`config.mk`:
```
export PLATFORM = sky130hd
export DESIGN_NAME = ready_queue_min_priority_unit
export DESIGN_NICKNAME = d
export VERILOG_FILES = /design/src/rqmp_pkg.sv /design/src/rqmp_ctrl.sv /design/src/rqmp_dp.sv /design/src/ready_queue_min_priority_unit.sv
export SDC_FILE = /design/constraint.sdc
export NUM_CORES = 1
export LEC_CHECK = 0
export BUFFER_PORTS_ARGS = -buffer_cell sky130_fd_sc_hd__buf_2
export CORE_MARGIN = 3
export CORE_UTILIZATION = 30
export CTS_CLUSTER_SIZE = 16
export DETAILED_ROUTE_END_ITERATION = 6
export GPL_ROUTABILITY_DRIVEN = 1
export PLACE_DENSITY = 0.53
export SYNTH_ARGS = -nofsm -noshare
export SYNTH_HDL_FRONTEND = slang
export SYNTH_SLANG_ARGS = --single-unit
```
`constraint.sdc`:
```
create_clock -name clk -period 5.83 [get_ports clk]
set_clock_uncertainty 0.15 [all_clocks]
set_input_delay 0 -clock clk [delete_from_list [all_inputs] [get_ports clk]]
set_output_delay 0 -clock clk [all_outputs]
set_load 0.02 [all_outputs]
```
`src/rqmp_pkg.sv`:
```
// Shared types and codes for the ready queue min-priority unit.
// No dependencies; used by rqmp_ctrl, rqmp_dp and the top level.
package rqmp_pkg;

  // Request codes
  localparam logic [1:0] REQ_ENQ    = 2'd0;
  localparam logic [1:0] REQ_DEQ    = 2'd1;
  localparam logic [1:0] REQ_RMID   = 2'd2;
  localparam logic [1:0] REQ_RMSLOT = 2'd3;

  // Result status codes
  localparam logic [1:0] ST_OK   = 2'd0;
  localparam logic [1:0] ST_FULL = 2'd1;
  localparam logic [1:0] ST_DUP  = 2'd2;
  localparam logic [1:0] ST_MISS = 2'd3;

  // Controller to datapath
  typedef struct packed {
    logic load;    // capture request word, restart scan
    logic step;    // examine one table entry
    logic commit;  // update table, load result register
  } rqmp_cmd_t;

  // Datapath to controller
  typedef struct packed {
    logic scan_done;  // every live entry examined
  } rqmp_sts_t;

endpackage

```
`src/rqmp_ctrl.sv`:
```
// Controller FSM for the ready queue: sequences load, scan and commit.
// Depends on rqmp_pkg.
module rqmp_ctrl (
  input  logic                clk,
  input  logic                rst_n,
  input  logic                in_valid,
  output logic                in_stall,
  output logic                out_valid,
  input  logic                out_stall,
  input  rqmp_pkg::rqmp_sts_t sts,
  output rqmp_pkg::rqmp_cmd_t cmd
);

  localparam logic [1:0] S_IDLE = 2'd0;
  localparam logic [1:0] S_SCAN = 2'd1;
  localparam logic [1:0] S_DONE = 2'd2;

  logic [1:0] state_r;
  logic [1:0] state_nxt;
  logic       out_valid_r;
  logic       out_free;

  assign out_free   = !out_valid_r || !out_stall;
  assign in_stall   = (state_r != S_IDLE);
  assign out_valid  = out_valid_r;

  assign cmd.load   = (state_r == S_IDLE) && in_valid;
  assign cmd.step   = (state_r == S_SCAN) && !sts.scan_done;
  assign cmd.commit = (state_r == S_DONE) && out_free;

  always_comb begin
    state_nxt = state_r;
    case (state_r)
      S_IDLE: begin
        if (in_valid) state_nxt = S_SCAN;
      end
      S_SCAN: begin
        if (sts.scan_done) state_nxt = S_DONE;
      end
      S_DONE: begin
        if (out_free) state_nxt = S_IDLE;
      end
      default: state_nxt = S_IDLE;
    endcase
  end

  always_ff @(posedge clk) begin
    if (!rst_n) begin
      state_r     <= S_IDLE;
      out_valid_r <= 1'b0;
    end else begin
      state_r <= state_nxt;
      if (cmd.commit) begin
        out_valid_r <= 1'b1;
      end else if (!out_stall) begin
        out_valid_r <= 1'b0;
      end
    end
  end

endmodule

```
`src/rqmp_dp.sv`:
```
// Datapath: entry table, scan unit (first id match, oldest minimum),
// one-step compaction and the result register. Depends on rqmp_pkg.
module rqmp_dp #(
  parameter int DEPTH = 16
) (
  input  logic                clk,
  input  logic                rst_n,
  input  rqmp_pkg::rqmp_cmd_t cmd,
  output rqmp_pkg::rqmp_sts_t sts,
  input  logic [1:0]          in_req_type,
  input  logic [15:0]         in_pid,
  input  logic [7:0]          in_prio,
  input  logic [3:0]          in_slot_index,
  output logic [1:0]          out_status,
  output logic [15:0]         out_pid,
  output logic [7:0]          out_prio,
  output logic [4:0]          out_count,
  output logic                out_is_empty
);

  localparam int CW = $clog2(DEPTH + 1);
  localparam int IW = $clog2(DEPTH);

  // request word
  logic [1:0]    req_r;
  logic [15:0]   pid_r;
  logic [7:0]    prio_r;
  logic [3:0]    slot_r;

  // table
  logic [15:0]   ids_r   [DEPTH];
  logic [7:0]    prios_r [DEPTH];
  logic [CW-1:0] count_r;
  logic [CW-1:0] count_nxt;

  // scan state
  logic [CW-1:0] scan_idx_r;
  logic          hit_r;
  logic [IW-1:0] hit_idx_r;
  logic [IW-1:0] best_idx_r;
  logic [7:0]    best_prio_r;

  // result register
  logic [1:0]    status_r;
  logic [15:0]   rid_r;
  logic [7:0]    rprio_r;
  logic [4:0]    rcount_r;
  logic          rempty_r;

  logic [IW-1:0]   cur;
  logic            full;
  logic            slot_ok;
  logic [IW+3:0]   slot_wide;
  logic            take;
  logic            enq;
  logic [IW-1:0]   pos;
  logic [1:0]      status_nxt;
  logic [CW+4:0]   count_wide;

  assign cur           = scan_idx_r[IW-1:0];
  assign sts.scan_done = (scan_idx_r >= count_r);
  assign full          = (count_r >= CW'(DEPTH));
  assign slot_ok       = ({{CW{1'b0}}, slot_r} < {4'b0000, count_r});
  assign slot_wide     = {{IW{1'b0}}, slot_r};

  // decide the outcome of the held request
  always_comb begin
    take       = 1'b0;
    enq        = 1'b0;
    pos        = best_idx_r;
    status_nxt = rqmp_pkg::ST_OK;
    case (req_r)
      rqmp_pkg::REQ_ENQ: begin
        if (full) begin
          status_nxt = rqmp_pkg::ST_FULL;
        end else if (hit_r) begin
          status_nxt = rqmp_pkg::ST_DUP;
        end else begin
          enq = 1'b1;
        end
      end
      rqmp_pkg::REQ_DEQ: begin
        pos = best_idx_r;
        if (count_r == '0) status_nxt = rqmp_pkg::ST_MISS;
        else take = 1'b1;
      end
      rqmp_pkg::REQ_RMID: begin
        pos = hit_idx_r;
        if (hit_r) take = 1'b1;
        else status_nxt = rqmp_pkg::ST_MISS;
      end
      rqmp_pkg::REQ_RMSLOT: begin
        pos = slot_wide[IW-1:0];
        if (slot_ok) take = 1'b1;
        else status_nxt = rqmp_pkg::ST_MISS;
      end
      default: status_nxt = rqmp_pkg::ST_MISS;
    endcase
  end

  always_comb begin
    count_nxt = count_r;
    if (take) count_nxt = count_r - CW'(1);
    else if (enq) count_nxt = count_r + CW'(1);
  end

  assign count_wide = {5'b00000, count_nxt};

  // control registers
  always_ff @(posedge clk) begin
    if (!rst_n) begin
      count_r <= '0;
    end else if (cmd.commit) begin
      count_r <= count_nxt;
    end
  end

  // request capture and scan
  always_ff @(posedge clk) begin
    if (cmd.load) begin
      req_r      <= in_req_type;
      pid_r      <= in_pid;
      prio_r     <= in_prio;
      slot_r     <= in_slot_index;
      scan_idx_r <= '0;
      hit_r      <= 1'b0;
    end else if (cmd.step) begin
      scan_idx_r <= scan_idx_r + CW'(1);
      if (!hit_r && ids_r[cur] == pid_r) begin
        hit_r     <= 1'b1;
        hit_idx_r <= cur;
      end
      // strict less keeps the oldest entry on a tie
      if (scan_idx_r == '0 || prios_r[cur] < best_prio_r) begin
        best_idx_r  <= cur;
        best_prio_r <= prios_r[cur];
      end
    end
  end

  // table update: append at tail or close up behind the removed slot
  always_ff @(posedge clk) begin
    if (cmd.commit) begin
      for (int j = 0; j < DEPTH; j++) begin
        if (take && j < DEPTH - 1 && IW'(j) >= pos) begin
          ids_r[j]   <= ids_r[(j + 1) % DEPTH];
          prios_r[j] <= prios_r[(j + 1) % DEPTH];
        end else if (enq && count_r == CW'(j)) begin
          ids_r[j]   <= pid_r;
          prios_r[j] <= prio_r;
        end
      end
    end
  end

  // result register
  always_ff @(posedge clk) begin
    if (cmd.commit) begin
      status_r <= status_nxt;
      rid_r    <= take ? ids_r[pos] : 16'd0;
      rprio_r  <= take ? prios_r[pos] : 8'd0;
      rcount_r <= count_wide[4:0];
      rempty_r <= (count_nxt == '0);
    end
  end

  assign out_status   = status_r;
  assign out_pid      = rid_r;
  assign out_prio     = rprio_r;
  assign out_count    = rcount_r;
  assign out_is_empty = rempty_r;

endmodule

```
`src/ready_queue_min_priority_unit.sv`:
```
// Top level of the ready queue min-priority unit.
// Depends on rqmp_pkg, rqmp_ctrl and rqmp_dp.
//
// Usage:
//  - Request channel (in_*): one word per request: type, pid, prio, slot.
//    A word is taken on a rising edge with in_valid high and in_stall low.
//  - Result channel (out_*): exactly one word per request with status,
//    removed pid/prio (zero when nothing was removed), count after the
//    request and an empty flag. Taken when out_valid high, out_stall low.
//  - Sequence: an accepted request is loaded, its scan then examines the
//    live entries at one entry per cycle, the scan end is checked, and
//    the request commits its result. The scan unit is the limiting part:
//    one request is in flight at a time, so the next request is taken
//    only after the previous one has committed.
//  - The result sits in its own register; a new request is accepted while
//    the previous result waits. A request that finishes while the result
//    register is still stalled holds in its commit step until it frees.
//  - Reset (rst_n low, synchronous) empties the table and drops any
//    pending result. Entry storage itself is not cleared; only entries
//    below the count are ever read.
module ready_queue_min_priority_unit #(
  parameter int DEPTH = 16
) (
  input  logic        clk,
  input  logic        rst_n,
  input  logic        in_valid,
  output logic        in_stall,
  input  logic [1:0]  in_req_type,
  input  logic [15:0] in_pid,
  input  logic [7:0]  in_prio,
  input  logic [3:0]  in_slot_index,
  output logic        out_valid,
  input  logic        out_stall,
  output logic [1:0]  out_status,
  output logic [15:0] out_pid,
  output logic [7:0]  out_prio,
  output logic [4:0]  out_count,
  output logic        out_is_empty
);

  rqmp_pkg::rqmp_cmd_t cmd;
  rqmp_pkg::rqmp_sts_t sts;

  // sequencing: idle -> scan -> commit
  rqmp_ctrl u_ctrl (
    .clk       (clk),
    .rst_n     (rst_n),
    .in_valid  (in_valid),
    .in_stall  (in_stall),
    .out_valid (out_valid),
    .out_stall (out_stall),
    .sts       (sts),
    .cmd       (cmd)
  );

  // table, scan unit and result register
  rqmp_dp #(
    .DEPTH (DEPTH)
  ) u_dp (
    .clk           (clk),
    .rst_n         (rst_n),
    .cmd           (cmd),
    .sts           (sts),
    .in_req_type   (in_req_type),
    .in_pid        (in_pid),
    .in_prio       (in_prio),
    .in_slot_index (in_slot_index),
    .out_status    (out_status),
    .out_pid       (out_pid),
    .out_prio      (out_prio),
    .out_count     (out_count),
    .out_is_empty  (out_is_empty)
  );

endmodule
```
==> results.py, run 1 <==
metrics = {
    "grt": {
        "grt_pass1_wl_um": 116000,
        "grt_pass1_vias": 16500,
        "track_usage_pct": 17.3,
        "grt_max_degree": 46,
        "antenna_found_initial": 2,
        "grt_overflow": 0,
    },
    "synth": {
        "ys_types": 68,
        "synth_top_area_cell": "edfxtp_1",
        "yosysWarningCount": 0,
        "synth_most_common_cell": "edfxtp_1",
        "synth_edf_count": 462,
        "syn_avg_cell_area_um2": 15.2,
        "syn-num-nets": 1792,
        "ys_async_sr_fraction_pct": 0,
        "synthFlopType": "edfxtp_1",
        "ys_seq_area_share_pct": 54.1,
        "synthTopCellsByCount": "462 x edfxtp_1, 248 x mux2_2, 186 x mux4_2, 142 x nand2_1, 109 x clkbuf_1",
        "synth.area.top_cells": "edfxtp_1 53%, mux4_2 16%, mux2_2 11%",
        "postSynthCellCount": 1735,
        "synth_top_area_share_pct": 52.7,
        "synth_seq_cells": 480,
        "syn_area_um2": 26300,
    },
    "status": {
        "status": "completed",
    },
    "job": {
        "max-cap-violations": 0,
    },
    "timing": {
        "maxSlewViolCount": 0,
        "whs_ps": 126,
        "slew-limit-headroom_pct": 25.6,
        "tns_ps": 0,
        "setup_viol": 0,
        "fmax_mhz": 206,
        "tightest_slew_ps": 1110,
        "fin_crit_sh_pct": 83.2,
        "final-hold-violation-count": 0,
        "grt_setup_unrepaired": "false",
        "final.min_clock_period_ps": 4850,
    },
    "clocking": {
        "cts.sinks": 480,
        "cts.htree.levels": 2,
        "worstSkewPairLatency_ps": 620,
        "cts-root-buf": "clkbuf_16",
        "postCtsSetupBuffers": 0,
        "clockBufferDepth": 3,
        "clk_pin_slew_ps": 60,
        "tritoncts": "built",
        "cts_inserted_buffers": 56,
    },
    "floorplan": {
        "rows": 108,
        "core_area_um2": 86900,
        "die_y_um": 302,
        "die_x_um": 302,
        "die_area_um2": 91300,
        "initial_core_util_pct": 30.3,
        "pin_count": 68,
    },
    "setup_path": {
        "arrival_ps": 4920,
        "critPathRequiredTime_ps": 5900,
        "cp-end-kind": "flip-flop",
        "critPathKind": "flip-flop to flip-flop",
        "cp_max_fo": 24,
        "start_kind": "flip-flop",
    },
    "placed_design": {
        "hpwl_um": 54200,
        "port_buffers": 67,
        "gp_congestion": 0.845,
    },
    "route": {
        "wl_um": 80000,
        "dr.first_iter.drc_count": 1667,
        "vias_per_cell": 5.54,
        "drt-pass1-iter-count": 5,
        "num_vias": 16700,
        "drcViolationCount": 0,
        "postRouteAntennaNets": 0,
        "wl_per_cell_um": 26.5,
    },
    "power": {
        "leakage_nw": 9.96,
        "ir_drop_v": 0.000225,
        "powerDensity_nw_per_um2": 262,
    },
    "final_layout": {
        "drive_gt1_share_pct": 35.9,
        "nets": 1880,
        "area_growth_pct": 15.9,
    },
    "worst_hold_path": {
        "hold_path.class": "input pin to flip-flop",
    },
}
[metrics by stage]
step                      area, um2  total power, W  setup slack [ps]  util (%)  std cells
after floorplan               26300         0.00432              1120         -       1735
after global placement        28100         0.00457              1040      32.3       2856
after detailed placement      28100         0.00457              1100      32.3       2856
after CTS                     30500         0.00809              1070      35.1       3020
after global routing          30500         0.00827               798      35.1       3020
final                         30500         0.00799               982      35.1       3021
[logic make-up (layout without fill, tap and decap cells)]
| family | Yosys count | after routing | synth area share [%] |
|---|---|---|---|
| compound gates | 215 | 215 | 5.25 |
| buf+inv | 181 | 311 | 2.94 |
| mux | 546 | 546 | 31.2 |
| flops | 480 | 480 | 54.1 |
| fa+ha+maj | 23 | 23 | 1.09 |
| simple gates | 267 | 267 | 4.72 |
| other cells | 0 | 1 | 0 |
| xor+xnor | 23 | 23 | 0.765 |
[final timing paths]
check / startpoint / slack (ps) / cells past startpoint / to
max: u_dp.count_r[2] / 980 / 7 / u_dp.ids_r[8][5]
min: rst_n / 130 / 4 / u_dp.count_r[0]
max reg2reg: u_dp.count_r[2] / 980 / 7 / u_dp.ids_r[8][5]
min reg2reg: u_dp.count_r[1] / 410 / 2 / u_dp.count_r[1]
[layout by cell type (no fill, tap or decap), types with 5 or more instances in the layout]
master	instances
a211oi_1	46
a21o_1	7
a21oi_1	19
a221oi_1	5
a311oi_1	9
a31oi_1	9
buf_2	67
buf_4	49
bufinv_16	5
clkbuf_1	19
clkbuf_16	57
clkinv_1	10
dfxtp_1	15
dlygate4sd3_1	64
edfxtp_1	462
ha_1	23
inv_1	23
mux2_1	55
mux2_2	248
mux2i_1	55
mux4_2	186
nand2_1	127
nand2_2	15
nand2b_1	8
nand3_1	6
nand4_1	9
nor2_1	31
nor2b_1	29
nor3_1	12
nor4_1	6
o21ai_0	7
o21ai_1	65
o21ai_4	16
xnor2_1	15
xor2_1	8
[state kept, by name (all words and copies together), names as in the netlist, 4 cells and up, named ones only]
register and flops:
u_dp.best_idx_r 4, u_dp.best_prio_r 8, u_dp.count_r 5, u_dp.hit_idx_r 4, u_dp.ids_r 256, u_dp.out_count 5, u_dp.out_pid 16, u_dp.out_prio 8
u_dp.pid_r 16, u_dp.prio_r 8, u_dp.prios_r 128, u_dp.scan_idx_r 5, u_dp.slot_r 4
[power breakdown]
group          total, W  internal [W]  switching, W  leakage, nW
Sequential      0.00388       0.00380     0.0000757         4.33
Clock           0.00346       0.00201       0.00145        0.837
Combinational  0.000656      0.000274      0.000383         4.78
[layout make-up]
cell class	instances	area, um2
Antenna cell	1	2.50
Tap cell	1155	1450
Fill cell	8267	56400
Multi-Input combinational cell	1074	11600
Clock buffer	76	1500
Sequential cell	480	14200
Clock inverter	24	256
Timing Repair Buffer	183	1400
Inverter	28	105
[worst max-delay path, cell delays in order (launching register included)]
cell and delay, ps:
dfxtp_1 680, inv_1 360, ha_1 380, a21oi_1 120, o21ai_1 140, a21oi_1 830, nand2_1 720, o21ai_4 1030
[routing by layer]
| metal | track usage (%) | vias to the layer above | share of wire, % |
|---|---|---|---|
| met5 | 0 | - | 0.016 |
| li1 | - | 7137 | - |
| met3 | 4.31 | 114 | 9.2 |
| met2 | 25.9 | 762 | 44 |
| met4 | 4.35 | 2 | 2.2 |
| met1 | 25.0 | 8733 | 44 |
[repair_timing]
action / CTS / global route
gates resized for setup: 0 / 0
hold endpoints to repair: 42 / 0
hold buffers: 64 / 0
No activity file was read; power rests on OpenSTA's default activity.
==> inputs of run 2 (changes only) <==
==> constraint.sdc (replaced) <==
create_clock -name clk -period 4.8 [get_ports clk]
set_clock_uncertainty 0.15 [all_clocks]
set_input_delay 0 -clock clk [delete_from_list [all_inputs] [get_ports clk]]
set_output_delay 0 -clock clk [all_outputs]
set_load 0.02 [all_outputs]
==> run 2 against run 1 <==
  * Global-route usage grew 0.32 points
  * Sequential share of layout area is 0.38 points lower
  * Clock power increased by 19%
  * Register-to-register slack lost 510 ps
  * Die area is the same
  * Largest power group unchanged
==> results.py, run 2 (synthesis gave the netlist of run 1 again) <==
metrics = {
    "clocking": {
        "cts.htree.levels": 2,
        "cts.sinks": 480,
        "tritoncts": "built",
        "clockBufferDepth": 3,
        "clk_pin_slew_ps": 60,
        "cts-root-buf": "clkbuf_16",
        "post_cts_resize_count": 0,
        "cts_inserted_buffers": 55,
        "worstSkewPairLatency_ps": 620,
    },
    "setup_path": {
        "r2r-end": "u_dp.ids_r[9][4]",
        "path_cells": "nor4_1 -> buf_4 -> nand2_1 -> nor3_1 -> nand2_2 -> o21ai_4 -> buf_4",
        "crit_top_cell": "buf_4",
        "cp_max_fo": 29,
        "slowest_stage": "nand2_2",
        "crit_start": "u_dp.req_r[1]",
        "critPathKind": "flip-flop to flip-flop",
        "r2r_start": "u_dp.req_r[1]",
        "cp-end-kind": "flip-flop",
        "start_kind": "flip-flop",
        "critPathRequiredTime_ps": 4920,
        "slowest_delay_ps": 840,
        "reg2reg_slack_ps": 480,
        "ff2ff_path_depth": 7,
        "arrival_ps": 4440,
    },
    "final_layout": {
        "mostFrequentLayoutCell": "edfxtp_1",
        "antenna_cells": 0,
        "largest-register": "u_dp.ids_r",
        "area_growth_pct": 16.8,
        "most-common-layout-cells": "462 x edfxtp_1, 248 x mux2_2, 186 x mux4_2, 127 x nand2_1, 70 x buf_4",
        "nets": 1906,
        "largest_reg_flops": 256,
        "final_util_pct": 35.4,
        "finalNonFillerCells": 3046,
        "drive_gt1_share_pct": 36.9,
        "top_regs": "u_dp.ids_r (256), u_dp.prios_r (128)",
    },
    "route": {
        "wl_per_cell_um": 26.5,
        "wl_um": 80800,
        "vias_per_cell": 5.54,
        "dr.first_iter.drc_count": 1455,
        "postRouteAntennaNets": 0,
        "drcViolationCount": 0,
        "drt-pass1-iter-count": 5,
        "num_vias": 16900,
    },
    "floorplan": {
        "initial_core_util_pct": 30.3,
        "core_area_um2": 86900,
        "die_x_um": 302,
        "pin_count": 68,
        "die_area_um2": 91300,
        "rows": 108,
        "die_y_um": 302,
    },
    "power": {
        "pwr-share-comb_pct": 8.5,
        "leakage_nw": 10.1,
        "ir_drop_v": 0.000300,
        "powerDensity_nw_per_um2": 314,
        "pwr-share-clk_pct": 42.8,
        "power.total_w": 0.00966,
        "pwr-share-seq_pct": 48.7,
        "swShare_pct": 23.9,
        "p_int_w": 0.00735,
        "netSwitchingPower_w": 0.00231,
    },
    "timing": {
        "slew-limit-headroom_pct": 31.3,
        "maxSlewViolCount": 0,
        "final.min_clock_period_ps": 4320,
        "fmax_mhz": 231,
        "final-hold-violation-count": 0,
        "tns_ps": 0,
        "tightest_slew_ps": 1020,
        "fin_crit_sh_pct": 90.1,
        "grt_setup_unrepaired": "false",
        "setup_viol": 0,
    },
    "worst_hold_path": {
        "hold_depth": 4,
        "hold_path.class": "input pin to flip-flop",
        "hold-path-endpoint": "u_ctrl.state_r[0]",
        "worstHoldStart": "rst_n",
    },
    "job": {
        "max-cap-violations": 0,
    },
    "grt": {
        "antenna_found_initial": 5,
        "grt_overflow": 0,
        "grt_pass1_wl_um": 119000,
        "track_usage_pct": 17.6,
        "grt_max_degree": 53,
        "grt_pass1_vias": 16900,
    },
    "placed_design": {
        "hpwl_um": 53900,
        "placed_cells": 2883,
        "gp_congestion": 0.853,
        "port_buffers": 67,
    },
    "status": {
        "status": "completed",
    },
}
## run 2: changes by cell type in the layout (fill, tap and decap cells not counted), sizes merged
cell and change:
diode -1, clkbuf -11, clkinv +14, clkinvlp -3, inv -1, buf +27
## run 2: layout make-up
cell class,instances,area (um2)
inverters,28,105
clock inverters,34,292
well taps,1155,1450
fillers,8252,56100
repair buffers,210,1680
clock buffers,65,1440
multi-input cells,1074,11600
flip-flops and latches,480,14200
## run 2: per-stage QoR
step | setup slack (ps) | hold slack [ps] | instance area [um2]
finish | 477 | 147 | 30800
global route | 320 | 184 | 30800
CTS | 546 | 113 | 30800
detailed placement | 575 | 31.2 | 28400
global placement | 633 | 29.9 | 28400
floorplan | 92.8 | -51.1 | 26300
## run 2: worst max-delay path by stage
stage	slack [ps]	end	cells past startpoint
floorplan	90	u_dp.best_idx_r[0]	13
global placement	630	u_dp.ids_r[9][5]	7
detailed placement	580	u_dp.ids_r[9][5]	7
CTS	550	u_dp.ids_r[9][4]	7
global route	320	u_dp.ids_r[9][4]	7
finish	480	u_dp.ids_r[9][4]	7
## run 2: repair_timing
action	CTS	global route
setup buffers	0	0
hold buffers	64	0
endpoints found under the hold margin	39	0
## run 2: critical path, delay by kind of cell (launching register included)
| kind | cells | cell delay (ps) |
|---|---|---|
| compound gates | 1 | 420 |
| simple gates | 4 | 2090 |
| buf+inv | 2 | 600 |
| flops | 1 | 680 |
## run 2: layer usage
metal | up-vias | share of wire, % | track usage [%]
met3 | 104 | 8.4 | 4.02
met5 | - | 0.063 | 0
met1 | 8809 | 45 | 25.8
li1 | 7203 | - | -
met2 | 764 | 45 | 26.4
met4 | 6 | 2.1 | 4.21
## run 2: power by group through the flow
stage / Combinational [W] / Sequential [W] / Clock, W
floorplan: 0.000501 / 0.00475 / 0
global route: 0.000879 / 0.00471 / 0.00440
detailed placement: 0.000785 / 0.00479 / 0
finish: 0.000824 / 0.00470 / 0.00413
global placement: 0.000781 / 0.00479 / 0
CTS: 0.000827 / 0.00470 / 0.00425
